==> src/design/skt_pkg.sv <==
package skt_pkg;

   // Fixed field widths of the request and response payloads.
   localparam int KEY_W      = 32;
   localparam int VALUE_W    = 16;
   localparam int STATUS_W   = 3;
   localparam int POSITION_W = 6;
   localparam int COUNT_W    = 7;

   // Request function codes.
   localparam logic FUNC_INSERT = 1'b0;
   localparam logic FUNC_LOOKUP = 1'b1;

   // Response status codes.
   localparam logic [STATUS_W-1:0] STATUS_INSERTED  = 3'd0;
   localparam logic [STATUS_W-1:0] STATUS_PRESENT   = 3'd1;
   localparam logic [STATUS_W-1:0] STATUS_FOUND     = 3'd2;
   localparam logic [STATUS_W-1:0] STATUS_NOT_FOUND = 3'd3;
   localparam logic [STATUS_W-1:0] STATUS_FULL      = 3'd4;

   typedef struct packed {
      logic               func;
      logic [KEY_W-1:0]   key;
      logic [VALUE_W-1:0] value;
   } req_type;

   typedef struct packed {
      logic [STATUS_W-1:0]   status;
      logic [POSITION_W-1:0] position;
      logic [COUNT_W-1:0]    entry_count;
   } rsp_type;

   // Flags that one cell reports to the control logic.
   typedef struct packed {
      logic lt;   // held key is below the search key
      logic eq;   // held key matches the search key
      logic ins;  // this slot receives the new entry on insert
   } cell_flags_type;

   typedef enum logic {
      S_IDLE,
      S_EXEC
   } state_type;

endpackage

==> src/design/skt_cell.sv <==
module skt_cell #(
   parameter int KEY_WIDTH   = 32,
   parameter int VALUE_WIDTH = 16
) (
   input  logic                       clock,
   input  logic                       capture,
   input  logic                       occupied,
   input  logic [KEY_WIDTH-1:0]       cmp_key,
   input  logic                       write,
   input  logic [KEY_WIDTH-1:0]       new_key,
   input  logic [VALUE_WIDTH-1:0]     new_value,
   input  logic [KEY_WIDTH-1:0]       left_key,
   input  logic [VALUE_WIDTH-1:0]     left_value,
   input  logic                       left_lt,
   output logic [KEY_WIDTH-1:0]       key,
   output logic [VALUE_WIDTH-1:0]     value,
   output skt_pkg::cell_flags_type    flags
);

   logic [KEY_WIDTH-1:0]   key_ff, key_in;
   logic [VALUE_WIDTH-1:0] value_ff, value_in;
   logic                   lt_ff, lt_in;
   logic                   eq_ff, eq_in;
   logic                   ins;

   // Compare the held key against the incoming search key.
   assign lt_in = occupied && (key_ff < cmp_key);
   assign eq_in = occupied && (key_ff == cmp_key);

   // The first slot whose key is not below the search key takes the new entry;
   // every slot above it takes its left neighbor's entry.
   assign ins = left_lt && !lt_ff;

   always_comb begin
      key_in   = key_ff;
      value_in = value_ff;
      if (ins) begin
         key_in   = new_key;
         value_in = new_value;
      end else if (!lt_ff) begin
         key_in   = left_key;
         value_in = left_value;
      end
   end

   // Entry storage and captured compare flags.
   always_ff @(posedge clock) begin
      if (capture) begin
         lt_ff <= lt_in;
         eq_ff <= eq_in;
      end
      if (write) begin
         key_ff   <= key_in;
         value_ff <= value_in;
      end
   end

   assign key       = key_ff;
   assign value     = value_ff;
   assign flags.lt  = lt_ff;
   assign flags.eq  = eq_ff;
   assign flags.ins = ins;

endmodule

==> config.mk <==
export PLATFORM = sky130hd
export DESIGN_NAME = skt_cell
export DESIGN_NICKNAME = d
export VERILOG_FILES = /design/src/design/skt_pkg.sv /design/src/design/skt_cell.sv
export SDC_FILE = /design/constraint.sdc
export NUM_CORES = 1
export LEC_CHECK = 0
export BUFFER_PORTS_ARGS = -buffer_cell sky130_fd_sc_hd__buf_2
export CAP_MARGIN = 20
export CORE_MARGIN = 2
export CORE_UTILIZATION = 29
export CTS_BUF_LIST = sky130_fd_sc_hd__clkbuf_2 sky130_fd_sc_hd__clkbuf_4 sky130_fd_sc_hd__clkbuf_8
export DETAILED_ROUTE_END_ITERATION = 10
export PLACE_DENSITY = 0.58
export SLEW_MARGIN = 20
export SYNTH_ARGS = -nofsm -noshare
export SYNTH_HDL_FRONTEND = slang
export SYNTH_SLANG_ARGS = --single-unit
export TNS_END_PERCENT = 5
==> constraint.sdc <==
create_clock -name clock -period 7.7 [get_ports clock]
set_clock_uncertainty 0.05 [all_clocks]
set_input_delay 1.54 -clock clock [delete_from_list [all_inputs] [get_ports clock]]
set_output_delay 1.54 -clock clock [all_outputs]
set_load 0.01 [all_outputs]
## Yosys cells after proc, flatten, opt, wreduce, memory -nomap -nowiden

Cells that the tools add are included.

| cells by class | value |
|---|---|
| order comparisons | 1 |
| eq/ne operators | 2 |
| muxes and demuxes | 4 |
| reductions and logical operators | 5 |

Operator list:

| kind | number |
|---|---|
| 32-bit 2-to-1 mux | 2 |
| 32-bit == test | 1 |
| 32-bit less-than comparator | 1 |
| 16-bit 2-to-1 mux | 2 |
| 1-bit logical AND | 3 |
| 2-bit by 1-bit != test with 1-bit output (second input constant) | 1 |
| 2-bit AND reduction | 1 |
| 1-bit zero test | 1 |

| word-level totals | value |
|---|---|
| register bits | 50 |
| output and inout port bits | 51 |
| logic and storage cells | 16 |
| input port bits | 133 |

## Logic depth before layout (Yosys ltp)

Gate-level depths: netlist of the first run.

| logic depth | value |
|---|---|
| word-level depth | 4 |
| depth in mapped cells | 7 |
| gate-level depth less buffers | 7 |

## Worst setup path before layout of the first run

OpenSTA, ideal clock, no wires.

| timing | value |
|---|---|
| path kind | input to register |
| start point | in write |
| end point | reg key_ff[0] (netlist: key[0]) (enable) |
| stages on the path | 1 |
| setup slack | 3520 ps |
| arrival time | 3671 ps |
| buffers on the path | 0 |
| required time | 7191 ps |
| library setup time | 459 ps |
| cell sequence | nor2b_1 |

| between the ends | value |
|---|---|
| cells in the longest elaborated chain, start to end | 1 |

RTL lines:

| item | RTL line | text |
|---|---|---|
| from (decl) | skt_cell.sv:9 | `input logic write,` |
| 2-bit AND reduction (no line) | -- |  |
| to (signal assigned) | skt_cell.sv:53 | `key_ff <= key_in;` |
| to (decl) | skt_cell.sv:20 | `logic [KEY_WIDTH-1:0] key_ff, key_in;` |

Every way passes these cells.
A chain may end at the register's enable or synchronous reset.

==> results of run 1 <==
## critical path, cell delays in order
cell and delay, ps:
buf_2 80, nor2b_4 110, buf_4 470, buf_2 240
## synthesized netlist by cell type, drive strengths merged
master / count
nor3: 1
nand4b: 1
nor2: 2
ha: 32
a221oi: 1
nand2: 9
buf: 8
nand3: 4
a21oi: 11
nor2b: 3
nand4: 4
and4: 1
o21ai: 4
a211oi: 1
edfxtp: 50
inv: 34
and2: 1
a22o: 1
nor4: 2
a2111o: 1
a21o: 2
a221o: 1
mux2: 48
## final cells by class
type,instances,share of cell area (%)
Sequential cell,50,37.0
Multi-Input combinational cell,130,30.9
Timing Repair Buffer,185,22.9
Tap cell,133,4.10
Inverter,34,3.14
Clock buffer,5,1.69
Clock inverter,3,0.277
## routing by layer
layer | vias to the layer above | track usage (%)
met2 | 96 | 21.7
met4 | 0 | 2.99
met3 | 7 | 3.76
li1 | 1177 | -
met5 | - | 0
met1 | 1046 | 14.5
## flip-flops by register name, indices dropped and copies added (netlist names)
signal  cells
value      16
lt_ff       1
key        32
eq_ff       1
## report_power, final
group          leakage (nW)  internal, mW  switching [mW]
sequential            0.474         0.323         0.00760
combinational          1.45        0.0738          0.0624
clock                0.0407        0.0610          0.0856
total                  1.97         0.458           0.156
## how the worst min path moves through the flow
stage                       from  slack (ps)         endpoint  cells after the start
6_report       key[15]$_DFFE_PP_         790  lt_ff$_DFFE_PP_                      3
5_1_grt        key[15]$_DFFE_PP_         840  lt_ff$_DFFE_PP_                      3
4_1_cts        key[15]$_DFFE_PP_         810  lt_ff$_DFFE_PP_                      3
3_3_place_gp   key[15]$_DFFE_PP_         790  lt_ff$_DFFE_PP_                      3
2_1_floorplan   key[1]$_DFFE_PP_         770  eq_ff$_DFFE_PP_                      3
3_5_place_dp   key[15]$_DFFE_PP_         800  lt_ff$_DFFE_PP_                      3
## cell families after synthesis
kind of cell	Yosys count	synth area share [%]
mux	48	18.5
buf+inv	42	6.01
simple gates	28	5.24
flops	50	51.5
fa+ha+maj	32	13.7
compound gates	22	4.98
## through the flow
stage	hold slack (ps)	instances
floorplan	769	222
global placement	787	532
detailed placement	797	532
CTS	806	540
global route	840	540
finish	791	540
==> flow_summary.html, run 1 <==
<table>
<tr><th>Metric</th><th>Value</th></tr>
<tr><th colspan="2">Critical path</th></tr>
<tr><td>Kind of critical path</td><td>input port to output pin</td></tr>
<tr><td>Crit path to</td><td>flags[0]</td></tr>
<tr><td>Critical path launch point type</td><td>input port</td></tr>
<tr><td>Element type at the critical path end</td><td>output pin</td></tr>
<tr><td>CP required</td><td>roughly 6000 ps</td></tr>
<tr><td>Startpoint of the most critical setup path</td><td>left_lt</td></tr>
<tr><td>Crit Reg-Reg Startpoint</td><td>key[30]$_DFFE_PP_</td></tr>
<tr><td>Top fanout value on the critical path</td><td>just under 50</td></tr>
<tr><td>Reg2Reg Depth</td><td>6</td></tr>
<tr><td>RR Endpoint</td><td>eq_ff$_DFFE_PP_</td></tr>
<tr><td>Worst R2R Setup Slack</td><td>approximately 5600 ps</td></tr>
<tr><td>Worst EP arrival</td><td>around 2500 ps</td></tr>
<tr><th colspan="2">Yosys</th></tr>
<tr><td>Syn_nets</td><td>~390</td></tr>
<tr><td>Share of the yosys chip area belonging to registers</td><td>between 50% and 60%</td></tr>
<tr><td>Yosys synthesis warning count</td><td>0</td></tr>
<tr><td>Unique masters post-synth</td><td>26</td></tr>
<tr><td>Syn Inst Count</td><td>around 220</td></tr>
<tr><td>Post-synth top area share</td><td>around half</td></tr>
<tr><td>Cell area after synthesis</td><td>around 3000 sq um</td></tr>
<tr><td>Dominant cell type by area after synthesis</td><td>edfxtp_1</td></tr>
<tr><td>Dominant cells by area after synthesis</td><td>edfxtp_1 52%, mux2_2 19%, ha_1 14%</td></tr>
<tr><td>Yosys reg bits</td><td>50</td></tr>
<tr><td>Synth Area per Inst</td><td>around 13 sq um</td></tr>
<tr><th colspan="2">Timing</th></tr>
<tr><td>Slew of the pin with the lowest slew margin</td><td>around 640 ps</td></tr>
<tr><td>Final count of pins violating max slew</td><td>0</td></tr>
<tr><td>Unrepaired setup endpoints after global routing</td><td>no</td></tr>
<tr><td>Aggregate negative setup slack</td><td>0 ps</td></tr>
<tr><td>Number of hold violations in the final report</td><td>0</td></tr>
<tr><td>Setup-violating endpoint count in the final report</td><td>0</td></tr>
<tr><td>Slew margin rel.</td><td>roughly 58%</td></tr>
<tr><td>Final clock period utilization by the worst path</td><td>52.8%</td></tr>
<tr><td>Highest clock rate</td><td>around 250 MHz</td></tr>
<tr><td>Slack of the critical path</td><td>3630 ps</td></tr>
<tr><td>Shortest period the worst path allows</td><td>~4100 ps</td></tr>
<tr><th colspan="2">Final layout</th></tr>
<tr><td>Final net count</td><td>571</td></tr>
<tr><td>Area growth from synthesis to layout</td><td>39.3%</td></tr>
<tr><td>Final cell utilization of the core</td><td>~42%</td></tr>
<tr><td>Storage element area</td><td>1500 sq um</td></tr>
<tr><td>Share of post-route cells with drive strength above 1</td><td>about three fifths</td></tr>
<tr><td>Highest-count cells in the layout ignoring fill and taps</td><td>183 x buf_2, 50 x edfxtp_1, 48 x mux2_2</td></tr>
<tr><td>Antenna diodes</td><td>0</td></tr>
<tr><td>Most common library cell in the layout ignoring fill and taps</td><td>buf_2</td></tr>
<tr><td>Footprint of the multi-input gates</td><td>roughly 1300 sq um</td></tr>
<tr><td>Fill cell total of the finished layout</td><td>slightly below 1000</td></tr>
<tr><td>Summed area of non-filler cells in the final layout</td><td>between 4000 and 5000 sq um</td></tr>
<tr><th colspan="2">Clock network</th></tr>
<tr><td>CTS H-tree depth</td><td>2</td></tr>
<tr><td>CTS Buf Count</td><td>5</td></tr>
<tr><td>Worst-path clk slew</td><td>90 ps</td></tr>
<tr><td>Clk sink count</td><td>50</td></tr>
<tr><td>Clock Latency Late Sink</td><td>300 ps</td></tr>
<tr><td>Number of buffers added to fix hold violations after cts</td><td>0</td></tr>
<tr><td>Setup fix buffers added after clock tree synthesis</td><td>0</td></tr>
<tr><td>Clock tree from TritonCTS</td><td>yes</td></tr>
<tr><td>Maximum buffer depth of the clock tree</td><td>2</td></tr>
<tr><td>Number of gates resized after cts</td><td>0</td></tr>
<tr><td>Clock tree root driver cell</td><td>clkbuf_8</td></tr>
<tr><th colspan="2">Detailed routing</th></tr>
<tr><td>Drc violations</td><td>0</td></tr>
<tr><td>Number of vias per cell after detailed routing</td><td>4.31</td></tr>
<tr><td>Uppermost signal routing layer after detailed routing</td><td>met4</td></tr>
<tr><td>Count of vias placed by the detailed router</td><td>2326</td></tr>
<tr><td>WL per Instance</td><td>about 12 microns</td></tr>
<tr><td>Number of DRC violations after detailed-routing iteration 0</td><td>32</td></tr>
<tr><td>First drt pass iteration count</td><td>4</td></tr>
<tr><td>Count of antenna-violating nets left after detailed routing</td><td>0</td></tr>
<tr><td>Total wirelength of the detailed-routed design</td><td>roughly 6600 microns</td></tr>
<tr><td>Routed wl met2</td><td>3330 microns</td></tr>
<tr><td>Total length of routed met3 wires</td><td>539 microns</td></tr>
<tr><td>Routed metal-1 wire length</td><td>between 2000 and 3000 microns</td></tr>
<tr><th colspan="2">Place</th></tr>
<tr><td>Number of buffers added on ports</td><td>~180</td></tr>
<tr><td>Pre-CTS WS</td><td>~3600 ps</td></tr>
<tr><td>Placer congestion estimate</td><td>~0.74</td></tr>
<tr><td>Post-detailed-placement half-perimeter wirelength</td><td>5430 microns</td></tr>
<tr><td>Instance area at placement</td><td>~4000 sq um</td></tr>
<tr><th colspan="2">Pwr</th></tr>
<tr><td>Max IR drop VDD</td><td>~0.067 mV</td></tr>
<tr><td>Power density relative to cell area</td><td>151 nW/um^2</td></tr>
<tr><td>Total power</td><td>a little over 600 uW</td></tr>
<tr><td>P_leak</td><td>about 2.0 nW</td></tr>
<tr><th colspan="2">GRT</th></tr>
<tr><td>All-Layer GR Usage</td><td>12.3%</td></tr>
<tr><td>Global-route wire length before repair</td><td>~11000 microns</td></tr>
<tr><td>Vias in the first global route</td><td>around 2400</td></tr>
<tr><td>Congestion Overflow GR</td><td>0</td></tr>
<tr><td>Largest net degree at the start of global routing</td><td>50</td></tr>
<tr><td>Antenna violations before repair</td><td>0</td></tr>
<tr><th colspan="2">Floorplan</th></tr>
<tr><td>Floorplan die area</td><td>~11000 sq um</td></tr>
<tr><td>Number of top-level pins</td><td>between 150 and 200</td></tr>
<tr><td>Die height</td><td>~100 microns</td></tr>
<tr><td>Core Footprint</td><td>about 9800 sq um</td></tr>
<tr><td>Number of rows in the core area</td><td>36</td></tr>
<tr><td>Width of the die</td><td>about 100 microns</td></tr>
<tr><td>Initial cell density of the core</td><td>between 20% and 30%</td></tr>
<tr><th colspan="2">Min path</th></tr>
<tr><td>Class of the tightest hold or removal check</td><td>flip-flop to flip-flop</td></tr>
<tr><th colspan="2">Run status</th></tr>
<tr><td>Outcome</td><td>completed</td></tr>
<tr><th colspan="2">Job</th></tr>
<tr><td>Number of maximum-capacitance violations</td><td>0</td></tr>
</table>
No activity file was read; power rests on OpenSTA's default activity.
==> run 2: changes to the inputs <==
ABC_AREA = 1   (was not set)
PLACE_DENSITY = 0.6   (was 0.58)
clock period = 3.48 ns   (was 7.7 ns; I/O delays follow)
==> run 2 against run 1 <==
  * Setup slack got worse by 2400 ps
  * Via count rose by 22%
  * Combinational power up 140%
  * Highest routed layer unchanged
  * Count of clock-buffer cells in the layout did not move
  * Largest cell class unchanged
  * Synthesized area grew 3.9%
  * Wire length up 17%
  * Sequential power is 120% higher
==> flow_summary.html, run 2 <==
<table>
<tr><th>Metric</th><th>Value</th></tr>
<tr><th colspan="2">Run status</th></tr>
<tr><td>Outcome</td><td>completed</td></tr>
<tr><th colspan="2">Yosys</th></tr>
<tr><td>Synth Area per Inst</td><td>8.53 sq um (-35%)</td></tr>
<tr><td>Post-synth top area share</td><td>49.6% (-1.9 points)</td></tr>
<tr><td>Top_reg_cell synth</td><td>edfxtp_1</td></tr>
<tr><td>Dominant cell type by area after synthesis</td><td>edfxtp_1</td></tr>
<tr><td>Cell area after synthesis</td><td>3030 sq um (+3.9%)</td></tr>
<tr><td>Most frequent cells after synthesis</td><td>178 x nand2_1, 50 x edfxtp_1, 45 x inv_1, 32 x ha_1, 12 x a21oi_1</td></tr>
<tr><td>FFs w/ async S/R, synth</td><td>0% (unchanged)</td></tr>
<tr><td>Syn Inst Count</td><td>355 (+60%)</td></tr>
<tr><td>Share of the yosys chip area belonging to registers</td><td>49.6% (-1.9 points)</td></tr>
<tr><td>Library cell with the highest instance count after synthesis</td><td>nand2_1</td></tr>
<tr><td>Yosys reg bits</td><td>50 (unchanged)</td></tr>
<tr><td>Post-synth EDFFs</td><td>50 (unchanged)</td></tr>
<tr><td>Unique masters post-synth</td><td>20 (-23%)</td></tr>
<tr><td>Syn_nets</td><td>520 (+34%)</td></tr>
<tr><td>Yosys synthesis warning count</td><td>0 (unchanged)</td></tr>
<tr><td>Dominant cells by area after synthesis</td><td>edfxtp_1 50%, nand2_1 22%, ha_1 13%</td></tr>
<tr><th colspan="2">Clock network</th></tr>
<tr><td>Clock tree from TritonCTS</td><td>yes</td></tr>
<tr><td>CTS Buf Count</td><td>5 (unchanged)</td></tr>
<tr><td>Worst-path clk slew</td><td>90 ps (about the same)</td></tr>
<tr><td>Clock tree root driver cell</td><td>clkbuf_8</td></tr>
<tr><td>Number of buffers added to fix hold violations after cts</td><td>0 (unchanged)</td></tr>
<tr><td>CTS H-tree depth</td><td>2 (unchanged)</td></tr>
<tr><td>Number of gates resized after cts</td><td>0 (unchanged)</td></tr>
<tr><td>Setup fix buffers added after clock tree synthesis</td><td>0 (unchanged)</td></tr>
<tr><td>Clk sink count</td><td>50 (unchanged)</td></tr>
<tr><td>Clock Latency Late Sink</td><td>290 ps (about the same)</td></tr>
<tr><td>Maximum buffer depth of the clock tree</td><td>2 (unchanged)</td></tr>
<tr><th colspan="2">Pwr</th></tr>
<tr><td>Total power</td><td>1.46 mW (+140%)</td></tr>
<tr><td>Power density relative to cell area</td><td>352 nW/um^2 (+130%)</td></tr>
<tr><td>Max IR drop VDD</td><td>0.159 mV (+140%)</td></tr>
<tr><td>P_leak</td><td>2.32 nW (+18%)</td></tr>
<tr><th colspan="2">Detailed routing</th></tr>
<tr><td>Number of DRC violations after detailed-routing iteration 0</td><td>111 (+250%)</td></tr>
<tr><td>Count of vias placed by the detailed router</td><td>2836 (+22%)</td></tr>
<tr><td>Number of vias per cell after detailed routing</td><td>4.23 (-1.9%)</td></tr>
<tr><td>First drt pass iteration count</td><td>5 (+1)</td></tr>
<tr><td>Total wirelength of the detailed-routed design</td><td>7740 microns (+17%)</td></tr>
<tr><td>WL per Instance</td><td>11.5 microns (-6.2%)</td></tr>
<tr><td>Count of antenna-violating nets left after detailed routing</td><td>0 (unchanged)</td></tr>
<tr><td>Drc violations</td><td>0 (unchanged)</td></tr>
<tr><th colspan="2">Timing</th></tr>
<tr><td>Setup-violating endpoint count in the final report</td><td>0 (unchanged)</td></tr>
<tr><td>Final clock period utilization by the worst path</td><td>between 60 and 70%</td></tr>
<tr><td>Slew margin rel.</td><td>46.1% (-12 points)</td></tr>
<tr><td>Highest clock rate</td><td>approximately 440 MHz</td></tr>
<tr><td>Final count of pins violating max slew</td><td>0 (unchanged)</td></tr>
<tr><td>Number of hold violations in the final report</td><td>0 (unchanged)</td></tr>
<tr><td>Unrepaired setup endpoints after global routing</td><td>no</td></tr>
<tr><td>Slack of the critical path</td><td>1230 ps (-2400 ps)</td></tr>
<tr><td>Slew of the pin with the lowest slew margin</td><td>808 ps (+172 ps)</td></tr>
<tr><td>Aggregate negative setup slack</td><td>0 ps (unchanged)</td></tr>
<tr><td>Shortest period the worst path allows</td><td>roughly 2200 ps</td></tr>
<tr><th colspan="2">Final layout</th></tr>
<tr><td>Most common library cell in the layout ignoring fill and taps</td><td>buf_2</td></tr>
<tr><td>Antenna diodes</td><td>0 (unchanged)</td></tr>
<tr><td>Share of post-route cells with drive strength above 1</td><td>36.8% (-23 points)</td></tr>
<tr><td>Final net count</td><td>699 (+22%)</td></tr>
<tr><td>Highest-count cells in the layout ignoring fill and taps</td><td>183 x buf_2, 178 x nand2_1, 50 x edfxtp_1</td></tr>
<tr><td>Area growth from synthesis to layout</td><td>37.1%</td></tr>
<tr><td>Flip-flop count of the largest register after layout</td><td>32 (unchanged)</td></tr>
<tr><td>Post-Layout Cell Count</td><td>671 (+24%)</td></tr>
<tr><th colspan="2">GRT</th></tr>
<tr><td>Vias in the first global route</td><td>2803 (+15%)</td></tr>
<tr><td>Global-route wire length before repair</td><td>12200 microns (+12%)</td></tr>
<tr><td>Congestion Overflow GR</td><td>0 (unchanged)</td></tr>
<tr><td>Antenna violations before repair</td><td>0 (unchanged)</td></tr>
<tr><td>Largest net degree at the start of global routing</td><td>49 (-2.0%)</td></tr>
<tr><td>All-Layer GR Usage</td><td>13.5% (+1.2 points)</td></tr>
<tr><th colspan="2">Floorplan</th></tr>
<tr><td>Number of top-level pins</td><td>184 (unchanged)</td></tr>
<tr><td>Die height</td><td>106 microns (+1.9%)</td></tr>
<tr><td>Core Footprint</td><td>10200 sq um (+4.7%)</td></tr>
<tr><td>Floorplan die area</td><td>11300 sq um (+3.7%)</td></tr>
<tr><td>Width of the die</td><td>106 microns (+1.9%)</td></tr>
<tr><td>Initial cell density of the core</td><td>29.6% (-0.22 points)</td></tr>
<tr><td>Number of rows in the core area</td><td>37 (+2.8%)</td></tr>
<tr><th colspan="2">Place</th></tr>
<tr><td>Post-detailed-placement half-perimeter wirelength</td><td>6160 microns (+13%)</td></tr>
<tr><td>Placer congestion estimate</td><td>0.857 (+16%)</td></tr>
<tr><td>Pre-CTS WS</td><td>1140 ps (-2450 ps)</td></tr>
<tr><td>Inst Count DP</td><td>663 (+25%)</td></tr>
<tr><td>Number of buffers added on ports</td><td>183 (unchanged)</td></tr>
<tr><th colspan="2">Min path</th></tr>
<tr><td>Class of the tightest hold or removal check</td><td>input port to flip-flop</td></tr>
<tr><th colspan="2">Job</th></tr>
<tr><td>Number of maximum-capacitance violations</td><td>0 (unchanged)</td></tr>
<tr><th colspan="2">Critical path</th></tr>
<tr><td>Top fanout value on the critical path</td><td>21 (-57%)</td></tr>
<tr><td>Worst EP arrival</td><td>1500 ps (-980 ps)</td></tr>
<tr><td>Critical path launch point type</td><td>flip-flop</td></tr>
<tr><td>Element type at the critical path end</td><td>output pin</td></tr>
<tr><td>Kind of critical path</td><td>flip-flop to output pin</td></tr>
<tr><td>CP required</td><td>2730 ps (-3380 ps)</td></tr>
</table>
-- run 2: changes by cell type after synthesis, moves of 3 or more --
| cell | before | now |
|---|---|---|
| nor2_1 | 2 | 8 |
| nand2_1 | 9 | 178 |
| inv_1 | 34 | 45 |
| nor2b_1 | 3 | 0 |
| buf_4 | 3 | 6 |
| mux2_2 | 48 | 0 |
-- run 2: logic make-up after synthesis --
group / share of synthesized area, %
DFF: 49.6
and+or+nand+nor: 25.2
buffers and inverters: 8.76
AOI/OAI and AO/OA: 3.30
adders and majority gates: 13.2
-- run 2: per-stage QoR --
step	instance area [sq um]	util [%]	hold slack, ps
CTS	4150	40.6	550
detailed placement	4050	39.5	845
global route	4150	40.6	547
global placement	4050	39.5	845
finish	4150	40.6	570
floorplan	3030	-	758
-- run 2: where the power goes --
part,internal (mW),switching (mW),leakage (nW)
registers,0.718,0.0190,0.478
logic,0.143,0.178,1.78
clock network,0.212,0.192,0.0579
-- run 2: critical path, cell delays in order, from the launching register on --
cell and delay, ps:
edfxtp_1 490, nor2_4 480, buf_2 240
-- run 2: cell type report --
cell class / count / area, sq um
clock buffer: 5 / 68.8
timing repair buffer: 185 / 931
clock inverter: 3 / 40.0
multi-input combinational: 246 / 1270
fill: 1036 / 6080
inverter: 46 / 173
tap: 136 / 170
sequential: 50 / 1500
-- run 2: metal layers --
metal / global-route usage [%] / vias up / routed length (microns)
li1: - / 1478 / -
met1: 16.1 / 1240 / 3230
met2: 24.4 / 112 / 3890
met3: 3.37 / 6 / 567
met4: 3.20 / 0 / 52
met5: 0 / - / 0
-- run 2: path summary, 6_finish.rpt --
check,depth (start not counted),to,slack (ps),from
max,2,flags[0],1230,lt_ff$_DFFE_PP_
max reg2reg,4,key[23]$_DFFE_PP_,1490,lt_ff$_DFFE_PP_
min,1,eq_ff$_DFFE_PP_,570,capture
min reg2reg,3,key[14]$_DFFE_PP_,860,lt_ff$_DFFE_PP_
==> run 3: changes to the inputs <==
PLACE_DENSITY = 0.58   (was 0.6)
clock period = 2.3 ns   (was 3.48 ns; I/O delays follow)
==> run 3 against run 2 <==
  * Design area about the same
  * Register-to-register slack worse by 810 ps
  * Utilization about the same
  * Via count down 1.5%
  * Critical endpoint unchanged
  * Critical path type unchanged
  * Highest routed layer unchanged
==> flow_summary.html, run 3 (synthesis gave the netlist of run 2 again) <==
<table>
<tr><th>Metric</th><th>Value</th></tr>
<tr><th colspan="2">Place</th></tr>
<tr><td>Post-detailed-placement half-perimeter wirelength</td><td>6070 microns (-1.4%)</td></tr>
<tr><td>Placer congestion estimate</td><td>0.792 (-7.5%)</td></tr>
<tr><td>Number of buffers added on ports</td><td>183 (unchanged)</td></tr>
<tr><td>Inst Count DP</td><td>664 (+0.15%)</td></tr>
<tr><td>Instance area at placement</td><td>4070 sq um (+0.49%)</td></tr>
<tr><td>Pre-CTS WS</td><td>473 ps (-662 ps)</td></tr>
<tr><th colspan="2">Critical path</th></tr>
<tr><td>Crit Reg-Reg Startpoint</td><td>key[31]$_DFFE_PP_</td></tr>
<tr><td>Top fanout value on the critical path</td><td>4 (-81%)</td></tr>
<tr><td>CP required</td><td>1790 ps (-940 ps)</td></tr>
<tr><td>Element type at the critical path end</td><td>output pin</td></tr>
<tr><td>RR Endpoint</td><td>lt_ff$_DFFE_PP_</td></tr>
<tr><td>Startpoint of the most critical setup path</td><td>lt_ff$_DFFE_PP_</td></tr>
<tr><td>Crit path to</td><td>flags[0]</td></tr>
<tr><td>Critical path launch point type</td><td>flip-flop</td></tr>
<tr><td>Worst EP arrival</td><td>1190 ps (-310 ps)</td></tr>
<tr><td>Reg2Reg Depth</td><td>8 (+4)</td></tr>
<tr><td>Kind of critical path</td><td>flip-flop to output pin</td></tr>
<tr><td>Worst R2R Setup Slack</td><td>680 ps (-810 ps)</td></tr>
<tr><th colspan="2">Clock network</th></tr>
<tr><td>Clk sink count</td><td>50 (unchanged)</td></tr>
<tr><td>Clock Latency Late Sink</td><td>290 ps (about the same)</td></tr>
<tr><td>CTS Buf Count</td><td>5 (unchanged)</td></tr>
<tr><td>Number of buffers added to fix hold violations after cts</td><td>0 (unchanged)</td></tr>
<tr><td>Worst-path clk slew</td><td>90 ps (about the same)</td></tr>
<tr><td>Clock tree from TritonCTS</td><td>yes</td></tr>
<tr><td>Maximum buffer depth of the clock tree</td><td>2 (unchanged)</td></tr>
<tr><td>CTS H-tree depth</td><td>2 (unchanged)</td></tr>
<tr><td>Clock tree root driver cell</td><td>clkbuf_8</td></tr>
<tr><td>Number of gates resized after cts</td><td>0 (unchanged)</td></tr>
<tr><td>Setup fix buffers added after clock tree synthesis</td><td>0 (unchanged)</td></tr>
<tr><th colspan="2">Pwr</th></tr>
<tr><td>P_leak</td><td>2.31 nW (-0.32%)</td></tr>
<tr><td>Power density relative to cell area</td><td>505 nW/um^2 (+43%)</td></tr>
<tr><td>Max IR drop VDD</td><td>0.228 mV (+44%)</td></tr>
<tr><td>Switching power of the nets</td><td>580 uW (+49%)</td></tr>
<tr><td>Share of power burned in combinational logic</td><td>23.2% (+1.3 points)</td></tr>
<tr><td>Switching Fraction</td><td>27.7% (+1.1 points)</td></tr>
<tr><td>Clock network fraction of design power</td><td>23.5% (-4.1 points)</td></tr>
<tr><td>Cell internal power dissipation</td><td>1.51 mW (+41%)</td></tr>
<tr><td>Sequential group share of total power</td><td>53.3% (+2.9 points)</td></tr>
<tr><th colspan="2">Detailed routing</th></tr>
<tr><td>Total wirelength of the detailed-routed design</td><td>7390 microns (-4.6%)</td></tr>
<tr><td>Number of vias per cell after detailed routing</td><td>4.16 (-1.6%)</td></tr>
<tr><td>Count of vias placed by the detailed router</td><td>2794 (-1.5%)</td></tr>
<tr><td>Drc violations</td><td>0 (unchanged)</td></tr>
<tr><td>First drt pass iteration count</td><td>4 (-1)</td></tr>
<tr><td>Count of antenna-violating nets left after detailed routing</td><td>0 (unchanged)</td></tr>
<tr><td>Number of DRC violations after detailed-routing iteration 0</td><td>71 (-36%)</td></tr>
<tr><td>WL per Instance</td><td>11.0 microns (-4.7%)</td></tr>
<tr><th colspan="2">Floorplan</th></tr>
<tr><td>Floorplan die area</td><td>11300 sq um (unchanged)</td></tr>
<tr><td>Initial cell density of the core</td><td>29.6% (unchanged)</td></tr>
<tr><td>Width of the die</td><td>106 microns (unchanged)</td></tr>
<tr><td>Core Footprint</td><td>10200 sq um (unchanged)</td></tr>
<tr><td>Number of rows in the core area</td><td>37 (unchanged)</td></tr>
<tr><td>Die height</td><td>106 microns (unchanged)</td></tr>
<tr><td>Number of top-level pins</td><td>184 (unchanged)</td></tr>
<tr><th colspan="2">GRT</th></tr>
<tr><td>Congestion Overflow GR</td><td>0 (unchanged)</td></tr>
<tr><td>Global-route wire length before repair</td><td>12000 microns (-1.9%)</td></tr>
<tr><td>Vias in the first global route</td><td>2787 (-0.57%)</td></tr>
<tr><td>Antenna violations before repair</td><td>0 (unchanged)</td></tr>
<tr><td>All-Layer GR Usage</td><td>13.3% (-0.24 points)</td></tr>
<tr><td>Largest net degree at the start of global routing</td><td>49 (unchanged)</td></tr>
<tr><th colspan="2">Timing</th></tr>
<tr><td>Shortest period the worst path allows</td><td>1700 ps</td></tr>
<tr><td>Final clock period utilization by the worst path</td><td>between 70% and 80%</td></tr>
<tr><td>Slack of the critical path</td><td>600 ps (-633 ps)</td></tr>
<tr><td>Slew margin rel.</td><td>46.4% (+0.39 points)</td></tr>
<tr><td>Unrepaired setup endpoints after global routing</td><td>no</td></tr>
<tr><td>Aggregate negative setup slack</td><td>0 ps (unchanged)</td></tr>
<tr><td>Slew of the pin with the lowest slew margin</td><td>803 ps (-4.64 ps)</td></tr>
<tr><td>Final count of pins violating max slew</td><td>0 (unchanged)</td></tr>
<tr><td>Highest clock rate</td><td>~590 MHz</td></tr>
<tr><td>Number of hold violations in the final report</td><td>0 (unchanged)</td></tr>
<tr><td>Setup-violating endpoint count in the final report</td><td>0 (unchanged)</td></tr>
<tr><th colspan="2">Job</th></tr>
<tr><td>Number of maximum-capacitance violations</td><td>0 (unchanged)</td></tr>
<tr><th colspan="2">Final layout</th></tr>
<tr><td>Final cell utilization of the core</td><td>40.6% (about the same)</td></tr>
<tr><td>Final net count</td><td>700 (+0.14%)</td></tr>
<tr><td>Area growth from synthesis to layout</td><td>37.0% (about the same)</td></tr>
<tr><td>Share of post-route cells with drive strength above 1</td><td>36.8% (-0.069 points)</td></tr>
<tr><td>Most common library cell in the layout ignoring fill and taps</td><td>buf_2</td></tr>
<tr><td>Summed area of non-filler cells in the final layout</td><td>4150 sq um (about the same)</td></tr>
<tr><td>Flip-flop count of the largest register after layout</td><td>32 (unchanged)</td></tr>
<tr><td>Highest-count cells in the layout ignoring fill and taps</td><td>183 x buf_2, 178 x nand2_1, 50 x edfxtp_1</td></tr>
<tr><td>Antenna diodes</td><td>0 (unchanged)</td></tr>
<tr><td>Post-Layout Cell Count</td><td>672 (+0.15%)</td></tr>
<tr><th colspan="2">Run status</th></tr>
<tr><td>Outcome</td><td>completed</td></tr>
<tr><th colspan="2">Min path</th></tr>
<tr><td>Class of the tightest hold or removal check</td><td>input port to flip-flop</td></tr>
</table>
-- run 3: layout make-up --
| cell class | count | area (sq um) |
|---|---|---|
| Tap cell | 136 | 170 |
| Clock buffer | 5 | 68.8 |
| Fill cell | 1087 | 6080 |
| Sequential cell | 50 | 1500 |
| Timing Repair Buffer | 186 | 951 |
| Multi-Input combinational cell | 246 | 1270 |
| Clock inverter | 3 | 16.3 |
| Inverter | 46 | 173 |
-- run 3: power by group through the flow --
stage	Combinational, mW	Clock [mW]	Sequential [mW]
6_report	0.486	0.493	1.12
5_1_grt	0.568	0.565	1.12
4_1_cts	0.499	0.531	1.12
3_5_place_dp	0.497	0	1.14
3_3_place_gp	0.487	0	1.14
2_1_floorplan	0.243	0	1.16
-- run 3: worst min-delay path by stage --
stage	from	end	slack, ps	cells after the start
floorplan	capture	eq_ff$_DFFE_PP_	520	0
detailed placement	capture	lt_ff$_DFFE_PP_	650	1
finish	capture	lt_ff$_DFFE_PP_	340	1
global route	capture	lt_ff$_DFFE_PP_	340	1
global placement	capture	lt_ff$_DFFE_PP_	650	1
CTS	capture	lt_ff$_DFFE_PP_	330	1
-- run 3: metrics by stage --
step / power (mW) / hold WS, ps
6_report: 2.10 / 344
5_1_grt: 2.26 / 338
4_1_cts: 2.15 / 330
3_5_place_dp: 1.64 / 650
3_3_place_gp: 1.62 / 649
2_1_floorplan: 1.41 / 522
-- run 3: layer usage --
layer / vias up / GRT usage, % / routed length [microns]
met4: 0 / 3.20 / 62
met1: 1207 / 15.7 / 3190
met5: - / 0 / 0
li1: 1479 / - / -
met3: 5 / 3.07 / 511
met2: 103 / 24.1 / 3630
-- run 3: worst max-delay path, cell delays in order (launching register included) --
cell and delay (ps):
edfxtp_1 510, nor2_4 190, buf_2 200
